[src/rtl/ofdmnsd_pkg.sv]
`timescale 1ns / 1ps

package ofdmnsd_pkg;

  localparam int DELAY_DEPTH    = 128;
  localparam int DELAY_AW       = $clog2(DELAY_DEPTH);
  localparam int SEARCH_TIMEOUT = 2000000;

  localparam int MAG_W    = 16;
  localparam int LEVEL_W  = 19;
  localparam int CNT_W    = 21;
  localparam int FFT_W    = 13;
  localparam int GUARD_W  = 11;
  localparam int SPF_W    = 8;
  localparam int SYM_W    = 14;
  localparam int FLEN_W   = SPF_W + SYM_W;
  localparam int LEAK_SHIFT = 3;

  localparam int CFG_W     = 13;
  localparam int CFG_IDX_W = 2;

  localparam int OFIFO_DEPTH = 3;
  localparam int OFIFO_AW    = $clog2(OFIFO_DEPTH);
  localparam int OFIFO_CW    = $clog2(OFIFO_DEPTH + 1);

  localparam logic [LEVEL_W-1:0] LEVEL_INIT = LEVEL_W'(1000);
  localparam logic [LEVEL_W-1:0] LEVEL_MAX  = {LEVEL_W{1'b1}};
  localparam logic [CNT_W-1:0]   COUNT_MAX  = {CNT_W{1'b1}};
  localparam logic [CNT_W-1:0]   TIMEOUT    = CNT_W'(SEARCH_TIMEOUT);

  localparam logic [CFG_IDX_W-1:0] CFG_FFT_LENGTH        = CFG_IDX_W'(0);
  localparam logic [CFG_IDX_W-1:0] CFG_GUARD_LENGTH      = CFG_IDX_W'(1);
  localparam logic [CFG_IDX_W-1:0] CFG_SYMBOLS_PER_FRAME = CFG_IDX_W'(2);

  localparam logic [FFT_W-1:0]   FFT_LENGTH_RST        = FFT_W'(2048);
  localparam logic [GUARD_W-1:0] GUARD_LENGTH_RST      = GUARD_W'(504);
  localparam logic [SPF_W-1:0]   SYMBOLS_PER_FRAME_RST = SPF_W'(76);

  typedef struct packed {
    logic signed [15:0] i_sample;
    logic signed [15:0] q_sample;
  } in_item_t;

  typedef struct packed {
    logic frame_start;
    logic no_signal;
  } out_item_t;

  typedef struct packed {
    logic [FFT_W-1:0]   fft_length;
    logic [GUARD_W-1:0] guard_length;
    logic [SPF_W-1:0]   symbols_per_frame;
  } config_t;

  typedef struct packed {
    logic                we;
    logic [DELAY_AW-1:0] waddr;
    logic [LEVEL_W-1:0]  wdata;
    logic                re;
    logic [DELAY_AW-1:0] raddr;
  } ram_req_t;

endpackage

[src/rtl/ofdmnsd_ram.sv]
`timescale 1ns / 1ps

module ofdmnsd_ram #(
  parameter int DEPTH = 128,
  parameter int WIDTH = 19
) (
  input  logic                     clk,
  input  logic                     we,
  input  logic [$clog2(DEPTH)-1:0] waddr,
  input  logic [WIDTH-1:0]         wdata,
  input  logic                     re,
  input  logic [$clog2(DEPTH)-1:0] raddr,
  output logic [WIDTH-1:0]         rdata
);

  logic [WIDTH-1:0] mem [DEPTH];

  always_ff @(posedge clk) begin
    if (we) begin
      mem[waddr] <= wdata;
    end
  end

  always_ff @(posedge clk) begin
    if (re) begin
      rdata <= mem[raddr];
    end
  end

endmodule

[src/rtl/ofdmnsd_core.sv]
`timescale 1ns / 1ps

module ofdmnsd_core (
  input  logic                           clk,
  input  logic                           rst,
  input  logic                           accept,
  input  ofdmnsd_pkg::in_item_t          in_data,
  input  logic                           cfg_we,
  input  logic [ofdmnsd_pkg::CFG_IDX_W-1:0] cfg_index,
  input  logic [ofdmnsd_pkg::CFG_W-1:0]  cfg_data,
  output ofdmnsd_pkg::ram_req_t          ram_req,
  input  logic [ofdmnsd_pkg::LEVEL_W-1:0] ram_rdata,
  output logic                           res_valid,
  output ofdmnsd_pkg::out_item_t         res_data
);

  import ofdmnsd_pkg::*;

  function automatic logic [16:0] abs17(input logic signed [15:0] v);
    logic [16:0] e;
    e = {v[15], v};
    abs17 = v[15] ? (~e + 17'd1) : e;
  endfunction

  config_t              cfg;
  logic [FLEN_W-1:0]    frame_len;
  logic [CNT_W-1:0]     reload;

  logic [DELAY_AW-1:0]  wr_idx;
  logic [DELAY_AW-1:0]  rd_idx;
  logic [DELAY_DEPTH-1:0] ent_vld;

  logic [16:0]          ai;
  logic [16:0]          aq;
  logic [16:0]          hi;
  logic [16:0]          lo;
  logic [MAG_W-1:0]     mag;

  logic                 s1_valid;
  logic [MAG_W-1:0]     s1_mag;
  logic [DELAY_AW-1:0]  s1_waddr;
  logic                 fwd_hit;
  logic [LEVEL_W-1:0]   fwd_data;
  logic                 old_vld;

  logic [LEVEL_W-1:0]   avg;
  logic [LEVEL_W-1:0]   avg_next;
  logic [LEVEL_W:0]     avg_sum;
  logic [LEVEL_W-1:0]   old_level;
  logic [CNT_W-1:0]     cnt;
  logic [CNT_W-1:0]     cnt_inc;
  logic [CNT_W-1:0]     cnt_next;
  logic                 start;
  logic                 nosig;

  // configuration
  always_ff @(posedge clk) begin
    if (rst) begin
      cfg.fft_length        <= FFT_LENGTH_RST;
      cfg.guard_length      <= GUARD_LENGTH_RST;
      cfg.symbols_per_frame <= SYMBOLS_PER_FRAME_RST;
    end else if (cfg_we) begin
      case (cfg_index)
        CFG_FFT_LENGTH:        cfg.fft_length        <= cfg_data[FFT_W-1:0];
        CFG_GUARD_LENGTH:      cfg.guard_length      <= cfg_data[GUARD_W-1:0];
        CFG_SYMBOLS_PER_FRAME: cfg.symbols_per_frame <= cfg_data[SPF_W-1:0];
        default: ;
      endcase
    end
  end

  always_ff @(posedge clk) begin
    frame_len <= FLEN_W'(cfg.symbols_per_frame) *
                 FLEN_W'(SYM_W'(cfg.fft_length) + SYM_W'(cfg.guard_length));
  end

  assign reload = (frame_len > FLEN_W'(COUNT_MAX)) ? COUNT_MAX : frame_len[CNT_W-1:0];

  // magnitude estimate
  always_comb begin
    ai  = abs17(in_data.i_sample);
    aq  = abs17(in_data.q_sample);
    hi  = (ai > aq) ? ai : aq;
    lo  = (ai > aq) ? aq : ai;
    mag = MAG_W'(hi + {1'b0, lo[16:1]});
  end

  // next entry to be overwritten is the one compared
  assign rd_idx = (wr_idx == DELAY_AW'(DELAY_DEPTH - 1)) ? '0 : wr_idx + 1'b1;

  always_ff @(posedge clk) begin
    if (rst) begin
      s1_valid <= 1'b0;
      wr_idx   <= '0;
      ent_vld  <= '0;
    end else begin
      s1_valid <= accept;
      if (accept) begin
        wr_idx <= rd_idx;
      end
      if (s1_valid) begin
        ent_vld[s1_waddr] <= 1'b1;
      end
    end
  end

  always_ff @(posedge clk) begin
    if (accept) begin
      s1_mag   <= mag;
      s1_waddr <= wr_idx;
      fwd_hit  <= s1_valid && (s1_waddr == rd_idx);
      fwd_data <= avg_next;
      old_vld  <= ent_vld[rd_idx];
    end
  end

  // level average and counter update
  always_comb begin
    avg_sum   = {1'b0, avg} - (LEVEL_W+1)'(avg >> LEAK_SHIFT) + (LEVEL_W+1)'(s1_mag);
    avg_next  = (avg_sum > (LEVEL_W+1)'(LEVEL_MAX)) ? LEVEL_MAX : avg_sum[LEVEL_W-1:0];
    old_level = fwd_hit ? fwd_data : (old_vld ? ram_rdata : LEVEL_INIT);
    start     = (old_level < LEVEL_W'(s1_mag)) && (FLEN_W'(cnt) > frame_len);
    if (start) begin
      cnt_inc = '0;
    end else if (cnt != COUNT_MAX) begin
      cnt_inc = cnt + 1'b1;
    end else begin
      cnt_inc = cnt;
    end
    nosig    = (cnt_inc >= TIMEOUT);
    cnt_next = nosig ? reload : cnt_inc;
  end

  always_ff @(posedge clk) begin
    if (rst) begin
      avg <= LEVEL_INIT;
      cnt <= '0;
    end else if (s1_valid) begin
      avg <= avg_next;
      cnt <= cnt_next;
    end
  end

  always_comb begin
    ram_req.we    = s1_valid;
    ram_req.waddr = s1_waddr;
    ram_req.wdata = avg_next;
    ram_req.re    = accept;
    ram_req.raddr = rd_idx;
  end

  assign res_valid            = s1_valid;
  assign res_data.frame_start = start;
  assign res_data.no_signal   = nosig;

endmodule

[src/rtl/ofdmnsd_ofifo.sv]
`timescale 1ns / 1ps

module ofdmnsd_ofifo (
  input  logic                          clk,
  input  logic                          rst,
  input  logic                          push,
  input  ofdmnsd_pkg::out_item_t        push_data,
  output logic                          out_valid,
  input  logic                          out_ready,
  output ofdmnsd_pkg::out_item_t        out_data,
  output logic [ofdmnsd_pkg::OFIFO_CW-1:0] count
);

  import ofdmnsd_pkg::*;

  out_item_t            mem [OFIFO_DEPTH];
  logic [OFIFO_AW-1:0]  wptr;
  logic [OFIFO_AW-1:0]  rptr;
  logic                 pop;

  assign out_valid = (count != '0);
  assign out_data  = mem[rptr];
  assign pop       = out_valid && out_ready;

  always_ff @(posedge clk) begin
    if (push) begin
      mem[wptr] <= push_data;
    end
  end

  always_ff @(posedge clk) begin
    if (rst) begin
      wptr  <= '0;
      rptr  <= '0;
      count <= '0;
    end else begin
      if (push) begin
        wptr <= (wptr == OFIFO_AW'(OFIFO_DEPTH - 1)) ? '0 : wptr + 1'b1;
      end
      if (pop) begin
        rptr <= (rptr == OFIFO_AW'(OFIFO_DEPTH - 1)) ? '0 : rptr + 1'b1;
      end
      case ({push, pop})
        2'b10:   count <= count + 1'b1;
        2'b01:   count <= count - 1'b1;
        default: count <= count;
      endcase
    end
  end

endmodule

[src/rtl/ofdm_null_symbol_frame_detector_unit.sv]
// Null-symbol frame start detector for an OFDM baseband stream.
// Input channel in_valid/in_ready carries one complex I/Q sample per
// transaction; output channel out_valid/out_ready returns exactly one
// result (frame_start, no_signal) per sample, in order.
// Configuration: cfg_we with cfg_index 0 = fft_length, 1 = guard_length,
// 2 = symbols_per_frame; other indexes are ignored. Write only while idle.
// Each result passes the stage-1 register and then the output buffer before
// out_valid shows it. Throughput: one sample per cycle while in_ready is high,
// set by the update of the level average and sample counter plus one write
// and one read of the 128-entry level delay RAM per cycle (read-before-write,
// forwarded when the same entry is hit).
// Reset: configuration returns to 2048/504/76, average to 1000, counter to
// 0; per-entry valid flags make every delay entry read as 1000 until it is
// written, so no clearing pass is needed and input is taken right away.
// Receiver stall: results collect in a three-entry buffer; in_ready drops
// when buffered plus in-flight results would fill it, so nothing is lost.
`timescale 1ns / 1ps

module ofdm_null_symbol_frame_detector_unit (
  input  logic                              clk,
  input  logic                              rst,
  input  logic                              in_valid,
  output logic                              in_ready,
  input  ofdmnsd_pkg::in_item_t             in_data,
  output logic                              out_valid,
  input  logic                              out_ready,
  output ofdmnsd_pkg::out_item_t            out_data,
  input  logic                              cfg_we,
  input  logic [ofdmnsd_pkg::CFG_IDX_W-1:0] cfg_index,
  input  logic [ofdmnsd_pkg::CFG_W-1:0]     cfg_data
);

  import ofdmnsd_pkg::*;

  logic                 accept;
  ram_req_t             ram_req;
  logic [LEVEL_W-1:0]   ram_rdata;
  logic                 res_valid;
  out_item_t            res_data;
  logic [OFIFO_CW-1:0]  count;

  assign in_ready = ((OFIFO_CW+1)'(count) + (OFIFO_CW+1)'(res_valid))
                    < (OFIFO_CW+1)'(OFIFO_DEPTH);
  assign accept   = in_valid && in_ready;

  ofdmnsd_core u_core (
    .clk       (clk),
    .rst       (rst),
    .accept    (accept),
    .in_data   (in_data),
    .cfg_we    (cfg_we),
    .cfg_index (cfg_index),
    .cfg_data  (cfg_data),
    .ram_req   (ram_req),
    .ram_rdata (ram_rdata),
    .res_valid (res_valid),
    .res_data  (res_data)
  );

  ofdmnsd_ram #(
    .DEPTH (DELAY_DEPTH),
    .WIDTH (LEVEL_W)
  ) u_ram (
    .clk   (clk),
    .we    (ram_req.we),
    .waddr (ram_req.waddr),
    .wdata (ram_req.wdata),
    .re    (ram_req.re),
    .raddr (ram_req.raddr),
    .rdata (ram_rdata)
  );

  ofdmnsd_ofifo u_ofifo (
    .clk       (clk),
    .rst       (rst),
    .push      (res_valid),
    .push_data (res_data),
    .out_valid (out_valid),
    .out_ready (out_ready),
    .out_data  (out_data),
    .count     (count)
  );

endmodule

[config.mk]
export PLATFORM = sky130hd
export DESIGN_NAME = ofdm_null_symbol_frame_detector_unit
export DESIGN_NICKNAME = d
export VERILOG_FILES = /design/src/rtl/ofdmnsd_pkg.sv /design/src/rtl/ofdmnsd_ram.sv /design/src/rtl/ofdmnsd_core.sv /design/src/rtl/ofdmnsd_ofifo.sv /design/src/rtl/ofdm_null_symbol_frame_detector_unit.sv
export SDC_FILE = /design/constraint.sdc
export NUM_CORES = 2
export LEC_CHECK = 0
export ABC_AREA = 0
export BUFFER_PORTS_ARGS = -buffer_cell sky130_fd_sc_hd__buf_2
export CAP_MARGIN = 20
export CORE_MARGIN = 1
export CORE_UTILIZATION = 55
export DETAILED_ROUTE_END_ITERATION = 12
export GPL_TIMING_DRIVEN = 0
export PLACE_DENSITY_LB_ADDON = 0.15
export SLEW_MARGIN = 20
export SYNTH_ARGS = -nofsm -noshare
export SYNTH_HDL_FRONTEND = slang
export SYNTH_HIERARCHICAL = 1
export SYNTH_SLANG_ARGS = --single-unit
[constraint.sdc]
create_clock -name clk -period 10.1 [get_ports clk]
set_clock_uncertainty 0.05 [all_clocks]
set_input_delay 2.02 -clock clk [delete_from_list [all_inputs] [get_ports clk]]
set_output_delay 2.02 -clock clk [all_outputs]
set_load 0.03 [all_outputs]
# Yosys cells after proc, flatten, opt, wreduce, memory -nomap -nowiden
# Memories as Yosys holds them, arrays and structs flattened. A register that Yosys moved wholly into a read port is not among the register bits.
# Index checks and enable logic that the tools add are counted.
# word_totals
regBits,280
mem_bits_rw,2438
inputBits,52
output_inout_bits,4
elab_cells,89
memories,2
# classes
addsub,13
multipliers,1
order_cmp,10
n_eq_ne,9
muxes,23
bitwise,3
reduce_logical,11
# mem_list
name,words,width,rd,rd_ports_with_merged_regs,write_ports,line,source
u_ram.mem,128,19,1,1,1,ofdmnsd_ram.sv:16,logic [WIDTH-1:0] mem [DEPTH];
u_ofifo.mem,3,2,1,1,1,ofdmnsd_ofifo.sv:16,out_item_t mem [OFIFO_DEPTH];
# ops
operator,n
OR 128 bit,1
2-to-1 mux 21 bit,4
2-to-1 mux 19 bit,3
2-to-1 mux 17 bit,3
adder 17 x 1 -> 17 bit (second input constant),2
NOT 17 bit,2
greater-than comparator 21 x 22 -> 1 bit,1
greater-than comparator 22 x 21 -> 1 bit (second input constant),1
multiplier 8 x 22 -> 22 bit,1
adder 21 x 1 -> 21 bit (second input constant),1
greater-or-equal comparator 21 bit (second input constant),1
!= test 21 bit (second input constant),1
adder 20 x 16 -> 20 bit,1
greater-than comparator 20 x 19 -> 1 bit (second input constant),1
subtractor 19 x 16 -> 20 bit,1
less-than comparator 19 x 16 -> 1 bit,1
greater-than comparator 17 bit,1
adder 16 bit,1
less-than comparator 7 x 8 -> 1 bit (second input constant),2
2-to-1 mux 16 bit,1
adder 13 x 11 -> 14 bit,1
== test 2 bit (second input constant),4
2-to-1 mux 2 bit,4
adder 7 x 1 -> 7 bit (second input constant),1
17 further kinds,30

# Depth between registers and ports, before layout
# depth
ltp_word,7
depth_mapped,28

# Hierarchy
# Netlist, hierarchy kept.
# by_module_without_submodules
module,n_inst,cells_each,area_each_um2
ofdmnsd_ram,1,3631,93328.3
ofdmnsd_core,1,2173,19185.9
ofdmnsd_ofifo,1,46,533.0
ofdm_null_symbol_frame_detector_unit,1,4,40.0

# Worst setup path after synthesis
# Ideal clock, no wire load.
# synth_timing
path_kind,register to register
startpoint,register u_core.s1_mag[1]
endpoint,register u_core.fwd_data[16] (data pin)
setup_time_ns,1.214
arrival_ns,7.787
required_ns,8.836
slack_ns,1.049
stages_incl_launch_ff,12
n_path_buf,0
path_cell_list,edfxtp_1 -> inv_1 -> fa_1 -> inv_1 -> fa_1 -> a211oi_1 -> o21bai_1 -> a2111oi_0 -> nor3_1 -> o21a_1 -> o21a_1 -> o21ai_0
# synth_rtl
item,line,source
from (decl),ofdmnsd_core.sv:40,logic [MAG_W-1:0] s1_mag;
from (signal assigned),ofdmnsd_core.sv:109,s1_mag <= mag;
to (signal assigned),ofdmnsd_core.sv:112,fwd_data <= avg_next;
to (decl),ofdmnsd_core.sv:43,logic [LEVEL_W-1:0] fwd_data;

# Worst setup path after layout
# layout_timing
startpoint,input in_data[9] (netlist bit)
endpoint,register u_core.s1_mag[15] (data pin)
# layout_between
elab_chain_cells,6
# layout_rtl
item,line,source
from (decl),ofdm_null_symbol_frame_detector_unit.sv:24,"input ofdmnsd_pkg::in_item_t in_data,"
NOT 17 bit,ofdmnsd_core.sv:22,abs17 = v[15] ? (~e + 17'd1) : e;
adder 17 x 1 -> 17 bit,ofdmnsd_core.sv:22,
2-to-1 mux 17 bit (*),ofdmnsd_core.sv:22,
greater-than comparator 17 bit,"ofdmnsd_core.sv:83, ofdmnsd_core.sv:84",
2-to-1 mux 16 bit / 2-to-1 mux 17 bit (equally long branches),"ofdmnsd_core.sv:83, ofdmnsd_core.sv:84",
adder 16 bit (*),ofdmnsd_core.sv:85,"mag = MAG_W'(hi + {1'b0, lo[16:1]});"
named net u_core.mag[15],ofdmnsd_core.sv:37,logic [MAG_W-1:0] mag;
# The timed path passes the listed nets; every way through them passes the cells marked *.
# A chain may end at the register's enable or synchronous reset.

==> impl_metrics.json <==
{
  "status": "finished clean",
  "fmax_mhz": 127,
  "finalNetCount": 6600,
  "fin_total_pwr_mw": 43.8,
  "antenna_found_initial": 18,
  "yosysUniqueCellTypes": 79,
  "tightest_slew_ns": 1.24,
  "wirelength_mm": 286,
  "htreeDepth": 5,
  "remaining_drc_errors": 0,
  "synth_edf_count": 2501,
  "powerDensity_mw_per_mm2": 339,
  "port_buffers": 55,
  "syn_nets": 6144,
  "post-cts-setup-buffer-count": 0,
  "yosysWarnings": 6,
  "cts_tree": "done",
  "final_util_pct": 63.1,
  "ioPinCount": 56,
  "core_mm2": 0.204,
  "worst_setup_path_end_kind": "flip-flop",
  "clk_latency_ns": 0.91,
  "synthArstFlopShare_pct": 0,
  "numCtsBuffers": 294,
  "vias": 59100,
  "wl_per_cell_um": 31.1,
  "setup_viol": 0,
  "drv_cap": 0,
  "cp.arrival_ns": 8.50,
  "peakVddDrop_mv": 1.06,
  "post-place-cells": 8701,
  "final_cell_count_no_fill": 9213,
  "die_area_mm2": 0.207,
  "hold_viol_final": 0,
  "synth_ff_type": "edfxtp_1",
  "ant_nets": 0,
  "syn2layout_area_growth_pct": 14.1,
  "grt_max_degree": 81,
  "cts_root_buffer": "clkbuf_16",
  "cts-resized-gates": 0,
  "slew_headroom_pct": 17.4,
  "most-common-layout-cells": "edfxtp_1, mux4_2, clkbuf_16, inv_1, dfxtp_1",
  "required_ns": 10.71,
  "gp_congestion": 0.876,
  "min_period_ns": 7.89,
  "drt-pass1-iter-count": 7,
  "layout_commonest_cell": "edfxtp_1",
  "start_util_pct": 55.3,
  "path_class": "in -> reg",
  "rsz0062_at_grt": "false",
  "synth-seq-area-share_pct": 70.6,
  "finalMaxSlewViolations": 0,
  "crit_path_start_kind": "primary input",
  "grt_pass1_vias": 58900,
  "die_w_um": 455,
  "viasPerCell": 6.42,
  "grt_pass1_wl_mm": 414,
  "dp_hpwl_mm": 194,
  "path_max_fanout": 10,
  "die_y_um": 455,
  "grtUsageTotal_pct": 27.8,
  "drt_iter0_markers": 6772,
  "clock_sinks": 2739,
  "synth_cells": 5854,
  "synth-seq-cells": 2739,
  "hp-class": "reg -> reg",
  "cts.path.max_buffers": 4,
  "syn_area_mm2": 0.113,
  "num_rows": 166,
  "syn_avg_cell_area_um2": 19.3,
  "power.leakage_nw": 41.6,
  "whs_ns": 0.399,
  "fin_crit_sh_pct": 78.1,
  "hold_buffers": 0,
  "drive_gt1_share_pct": 25.8,
  "clk_pin_slew_worst_paths_ns": 0.06,
  "gr-total-overflow": 0
}
-- per-layer routing --
layer  up-vias  share of wire (%)  wire length [µm]  track usage [%]
met1     31400                 40            113000             39.3
li1      24500                  -                 -                -
met2      2795                 48            139000             44.6
met3       450                9.2             26400             5.57
met4         6                2.8              7890             7.87
met5         -              0.013                38                0
-- area by class of cell --
cell class                      instances  area (µm²)
Inverter                              264        1000
Clock inverter                        150        1540
Multi-Input combinational cell       2567       32000
Sequential cell                      2739       79900
Tap cell                             2688        3360
Buffer                                284        1250
Timing Repair Buffer                  160        2200
Fill cell                           14000       75300
Antenna cell                            4        10.0
Clock buffer                          357        7830
-- cells in the mapped netlist, types with 54 or more instances --
cell type / number / area, µm²
mux4_2: 839 / 18900
inv_1: 264 / 991
fa_1: 90 / 1800
and2_1: 77 / 482
clkbuf_1: 182 / 683
dfxtp_1: 238 / 4760
edfxtp_1: 2501 / 75100
a21oi_1: 210 / 1050
ha_1: 148 / 1850
xnor2_1: 54 / 473
nand2_1: 186 / 698
nor2_1: 352 / 1320
-- cell families (layout without fill, tap and decap cells) --
family,Yosys count,count (layout),share of synthesized area (%)
flip-flops,2739,2739,70.6
multiplexers,911,911,17.4
AND/OR/NAND/NOR,866,866,3.56
buffers and inverters,548,1215,1.95
AO/OA/AOI/OAI,447,447,2.46
adder cells (fa/ha/maj),238,238,3.23
XOR/XNOR,103,103,0.798
other,2,6,0.00664
-- worst paths after layout --
path              cells after the start  slack [ns]                      endpoint                          start
hold / removal                        0        0.40  u_core/s1_waddr[6]$_DFFE_PP_  u_core/wr_idx[6]$_SDFFE_PP0P_
hold reg to reg                       0        0.40  u_core/s1_waddr[6]$_DFFE_PP_  u_core/wr_idx[6]$_SDFFE_PP0P_
setup reg to reg                     27        3.21  u_core/frame_len[21]$_DFF_P_     u_core/cfg[8]$_SDFFE_PP0P_
setup / recovery                     23        2.21   u_core/s1_mag[15]$_DFFE_PP_                     in_data[9]
-- stage by stage --
stage | area [µm²] | worst slack (ns) | setup TNS, ns
after global placement | 117000 | -5.95 | -769.23
after global routing | 129000 | 1.72 | 0
final | 129000 | 2.21 | 0
after CTS | 129000 | 2.20 | 0
after floorplan | 113000 | 1.05 | 0
after detailed placement | 120000 | 1.24 | 0
-- worst max-delay path: stages --
cell and delay [ns]:
buf_2 0.12, or4_1 0.55, or3_1 0.36, or2_2 0.29
or4b_2 0.69, ha_1 0.33, nand4_1 0.19, nor4_1 0.33
nand4_1 0.21, o31a_1 0.14, clkbuf_1 0.19, clkbuf_1 0.34
mux2i_1 0.38, ha_1 0.29, a21o_1 0.15, a21oi_1 0.23
nor2b_1 0.11, nor4_1 0.29, o31ai_1 0.18, o41ai_1 0.57
o2111ai_1 0.25, a21oi_1 0.22, xnor2_1 0.09
-- flip-flops by register name (all words and copies together) (netlist names), named ones only --
signal	count
u_core/avg	19
u_core/cfg	32
u_core/cnt	21
u_core/ent_vld	128
u_core/frame_len	22
u_core/fwd_data	19
u_core/fwd_hit	1
u_core/old_vld	1
u_core/res_valid	1
u_core/s1_mag	16
u_core/s1_waddr	7
u_core/wr_idx	7
u_ofifo/count	2
u_ofifo/mem	6
u_ofifo/rptr	2
u_ofifo/wptr	2
u_ram/mem	2432
u_ram/rdata	19
-- report_power, final --
group / internal (mW) / leakage [nW] / total (mW) / switching (mW)
combinational: 3.47 / 12.9 / 13.7 / 10.2
clock: 6.31 / 4.57 / 10.6 / 4.27
sequential: 19.4 / 24.1 / 19.5 / 0.149
total: 29.1 / 41.6 / 43.8 / 14.6
Power figures use the tool's default switching activity.
